**src/design/nnfm_pkg.sv**
```systemverilog
// Shared types and constants of the nearest-neighbor feature matcher.
package nnfm_pkg;

  // Feature and result field widths
  localparam int FEAT_W = 24;
  localparam int NFEAT  = 9;
  localparam int IDX_W  = 6;
  localparam int CNT_W  = 7;
  localparam int DIST_W = 52;
  localparam int SQ_W   = 2 * (FEAT_W + 1);

  // Request action codes
  localparam logic ACT_LOAD  = 1'b0;
  localparam logic ACT_QUERY = 1'b1;

  typedef logic signed [FEAT_W-1:0] feat_t;
  typedef logic [CNT_W-1:0]         count_t;
  typedef logic [IDX_W-1:0]         idx_t;
  typedef logic [DIST_W-1:0]        dist_t;

  typedef struct packed {
    logic  action;
    idx_t  entry_index;
    feat_t pos_x;
    feat_t pos_y;
    feat_t box_width;
    feat_t box_height;
    feat_t box_angle;
    feat_t axis_x;
    feat_t axis_y;
    feat_t fill_ratio;
    feat_t aspect_ratio;
  } query_req_t;

  typedef struct packed {
    logic  match_found;
    idx_t  best_index;
    dist_t best_distance_sq;
  } match_rsp_t;

  // Controller to datapath
  typedef struct packed {
    logic load_we;
    logic query_start;
    logic scan_step;
    logic result_load;
  } ctrl_cmd_t;

  // Datapath to controller
  typedef struct packed {
    logic cfg_empty;
    logic scan_last;
    logic pipe_busy;
    logic out_free;
  } dp_status_t;

endpackage

```
**src/design/nnfm_ctrl.sv**
```systemverilog
// Sequencing state machine: accept requests, run the scan, hand off the result.
module nnfm_ctrl (
  input  logic                   clk,
  input  logic                   rst_n,
  input  logic                   in_valid,
  input  logic                   in_action,
  output logic                   in_ready,
  input  nnfm_pkg::dp_status_t   status,
  output nnfm_pkg::ctrl_cmd_t    cmd
);
  import nnfm_pkg::*;

  typedef enum logic [1:0] {
    ST_IDLE,
    ST_SCAN,
    ST_FINISH
  } state_t;

  state_t state_r;
  state_t state_nxt;
  logic   in_fire;

  assign in_ready = (state_r == ST_IDLE);
  assign in_fire  = in_valid && in_ready;

  // Decode commands
  always_comb begin
    cmd             = '0;
    cmd.load_we     = in_fire && (in_action == ACT_LOAD);
    cmd.query_start = in_fire && (in_action == ACT_QUERY);
    cmd.scan_step   = (state_r == ST_SCAN);
    cmd.result_load = (state_r == ST_FINISH) && !status.pipe_busy && status.out_free;
  end

  // Next state
  always_comb begin
    state_nxt = state_r;
    unique case (state_r)
      ST_IDLE: begin
        if (cmd.query_start) begin
          state_nxt = status.cfg_empty ? ST_FINISH : ST_SCAN;
        end
      end
      ST_SCAN: begin
        if (status.scan_last) begin
          state_nxt = ST_FINISH;
        end
      end
      ST_FINISH: begin
        if (cmd.result_load) begin
          state_nxt = ST_IDLE;
        end
      end
      default: state_nxt = ST_IDLE;
    endcase
  end

  // Hold state
  always_ff @(posedge clk) begin
    if (!rst_n) begin
      state_r <= ST_IDLE;
    end else begin
      state_r <= state_nxt;
    end
  end
endmodule

```
**config.mk**
```make
export PLATFORM = sky130hd
export DESIGN_NAME = nnfm_ctrl
export DESIGN_NICKNAME = d
export VERILOG_FILES = /design/src/design/nnfm_pkg.sv /design/src/design/nnfm_ctrl.sv
export SDC_FILE = /design/constraint.sdc
export NUM_CORES = 1
export LEC_CHECK = 0
export CORE_AREA = 2 2 39 41
export CTS_CLUSTER_DIAMETER = 50
export DETAILED_ROUTE_END_ITERATION = 10
export DIE_AREA = 0 0 41 43
export DONT_BUFFER_PORTS = 1
export PLACE_DENSITY = 0.34
export RECOVER_POWER = 100
export REMOVE_ABC_BUFFERS = 1
export SETUP_SLACK_MARGIN = 0.15
export SLEW_MARGIN = 20
export SYNTH_ARGS = -nofsm -noshare
export SYNTH_HDL_FRONTEND = slang
export SYNTH_SLANG_ARGS = --single-unit
export TNS_END_PERCENT = 5
```
**constraint.sdc**
```tcl
create_clock -name clk -period 2.48 [get_ports clk]
set_input_delay 0.248 -clock clk [delete_from_list [all_inputs] [get_ports clk]]
set_output_delay 0.248 -clock clk [all_outputs]
set_load 0.01 [all_outputs]
```
==> flow_summary.ini <==
[status]
status = finished, final reports clean

[finish]
largest_reg_flops = 2
regMostFlops = state_r
top_regs = state_r x2
final_cell_mix = nor2b_1 (4), clkbuf_4 (3), nor2_1 (2), inv_1 (2), dfxtp_1 (2)
layout.cells.most_common = nor2b_1
nets = 29
n_antenna_cell = 0
fillers = 164
layout-drive-gt1-share = 0.158
final_core_util = 0.123
area_growth_pct = 30.8

[global_routing]
antenna_found_initial = 0
met2_usage = 0.0625
overflow = 0
grt_pass1_wl_um = 379
grt_max_degree = 5
grt_pass1_vias = 135
track_usage = 0.0451
met1_usage = 0.00639
grt_busiest_layer = met4
met3_usage = 0.0576

[critical_path]
r2r_slack_ns = 1.31
crit_path_cell_trace = nor2_1 -> nand2_1 -> nor2_1
cp_data_required_time_ns = 2.23
slowest_delay_ns = 0.32
crit_buf_inv = 0
r2r_end = state_r[1]
slowest_stage = dfxtp_1
cp_max_fo = 4
critPathLaunchType = flip-flop
rr_worst_depth = 3
crit_top_cell = nor2_1
cp-end-kind = primary output
path_class = reg2out
cp_data_arrival_time_ns = 1.04
r2r_start = state_r[1]
cpLargestDelayFamily = simple AND/OR/NAND/NOR gates

[min_path]
worstHoldStart = rst_n
whs_path_depth = 1
hold_path_end = state_r[1]
hold_path.class = in2reg

[clocking]
clockBufferDepth = 2
post_cts_resized = 0
clock_sink_count = 2
cts_tree = yes
insertion_delay_ns = 0.22
cts_buffers = 3
cts_hold_buf = 0
root_buffer = clkbuf_4
htreeDepth = 1
post_cts_buffers = 0
path_clk_slew_ns = 0.03

[sta]
drv_slew = 0
hold_violations = 0
fin_crit_sh = 0.520
period_minus_slack_ns = 1.29
fmax_mhz = 775
max-slew-margin-rel = 0.791
setup_tns_ns = 0
skew_ns = 0.00217
rsz0062_at_grt = no
setup_viol = 0
max_slew.worst_pin.slew_ns = 0.314

[logic_synthesis]
synth-xor-area-share = 0
synth_top_family_by_area = simple AND/OR/NAND/NOR gates
yosysWarnings = 0
synthAdderAreaFrac = 0
synth_compound_area_frac = 0.135
synth_seq_cells = 2
synth_cell_types = 10
syn_inst = 16
synth_mux_area_frac = 0
netlist_area_um2 = 130
seq_area_frac_synth = 0.308
synthSimpleGateAreaFrac = 0.500
postSynthAreaPerCell_um2 = 8.13

[route]
dr.pass1.iters = 4
wirelength_um = 345
wl_per_cell_um = 9.86
vias = 127
post-route-drc-count = 0
via_per_inst = 3.63
drt_iter0_markers = 2
ant_nets = 0

[power]
p_leak_nw = 0.0733
power_density_nw_per_um2 = 715
seqPwrFrac = 0.291
power_frac_clock = 0.594
irDropWorstVdd_uv = 68.1
power.total_uw = 122
p_sw_frac = 0.231
share_comb_of_total_power = 0.115
p_sw_uw = 28.1
power.internal_uw = 93.6

[floorplan]
start_util = 0.0940
io_pins = 13
die_height_um = 43
dieWidth_um = 41
std_cell_rows = 14
core_area_um2 = 1380
dieArea_um2 = 1760

[placed_design]
place_congestion = 0.448
io_buffers = 0

[flow_run]
max-cap-violations = 0
-- per-layer routing --
| layer | wire, um | vias to the layer above |
|---|---|---|
| met5 | 0 | - |
| met4 | 0 | 0 |
| met3 | 99 | 0 |
| met2 | 163 | 14 |
| met1 | 83 | 53 |
| li1 | - | 60 |
-- cell type report --
cell class	count	area, um2	share of cell area
clock buffer	3	22.5	0.132
inverter	2	7.51	0.0441
multi-input combinational	12	80.1	0.471
sequential	2	40.0	0.235
tap	16	20.0	0.118
-- worst register-to-register path: cells and delay by family (launching register included) --
family / cells / cell delay (ns)
AO/OA/AOI/OAI: 1 / 0.38
flip-flops: 1 / 0.34
AND/OR/NAND/NOR: 2 / 0.33
-- cell usage after synthesis --
cell	instances	area, um2
and4bb_1	1	12.5
nor2_1	2	7.51
dfxtp_1	2	40.0
a222oi_1	1	10.0
and2b_4	1	10.0
nor2b_1	4	25.0
nand2b_1	1	6.26
inv_1	2	7.51
nand2_1	1	3.75
a22oi_1	1	7.51
-- power groups by stage --
stage	clock, mW	sequential [mW]	combinational, mW
6_report	0.0723	0.0354	0.0140
5_1_grt	0.0780	0.0355	0.0157
4_1_cts	0.0788	0.0354	0.0150
3_5_place_dp	0	0.0358	0.0150
3_3_place_gp	0	0.0357	0.0144
2_1_floorplan	0	0.0355	0.0130
-- metrics by stage --
stage / area, um2 / worst slack [ns] / hold WS (ns) / instances
global placement: 150 / 1.39 / 0.381 / 32
finish: 170 / 1.19 / 0.152 / 35
floorplan: 130 / 1.46 / 0.376 / 16
global route: 170 / 1.10 / 0.154 / 35
detailed placement: 150 / 1.35 / 0.382 / 32
CTS: 173 / 1.16 / 0.141 / 35
-- kinds of logic (layout without fill, tap and decap cells) --
group / count (synthesis) / in the layout
AOI/OAI and AO/OA: 2 / 2
buffers and inverters: 2 / 5
DFF: 2 / 2
and+or+nand+nor: 10 / 10
-- worst max path at each step --
stage                          start         end  slack (ns)  cells after the start
after CTS                 state_r[0]      cmd[3]        1.16                      3
after floorplan           state_r[1]  state_r[1]        1.46                      3
after detailed placement  state_r[1]  state_r[1]        1.35                      3
after global routing      state_r[0]      cmd[3]        1.10                      3
after global placement    state_r[1]  state_r[1]        1.39                      3
final                     state_r[0]      cmd[3]        1.19                      3
Power figures use the tool's default switching activity.
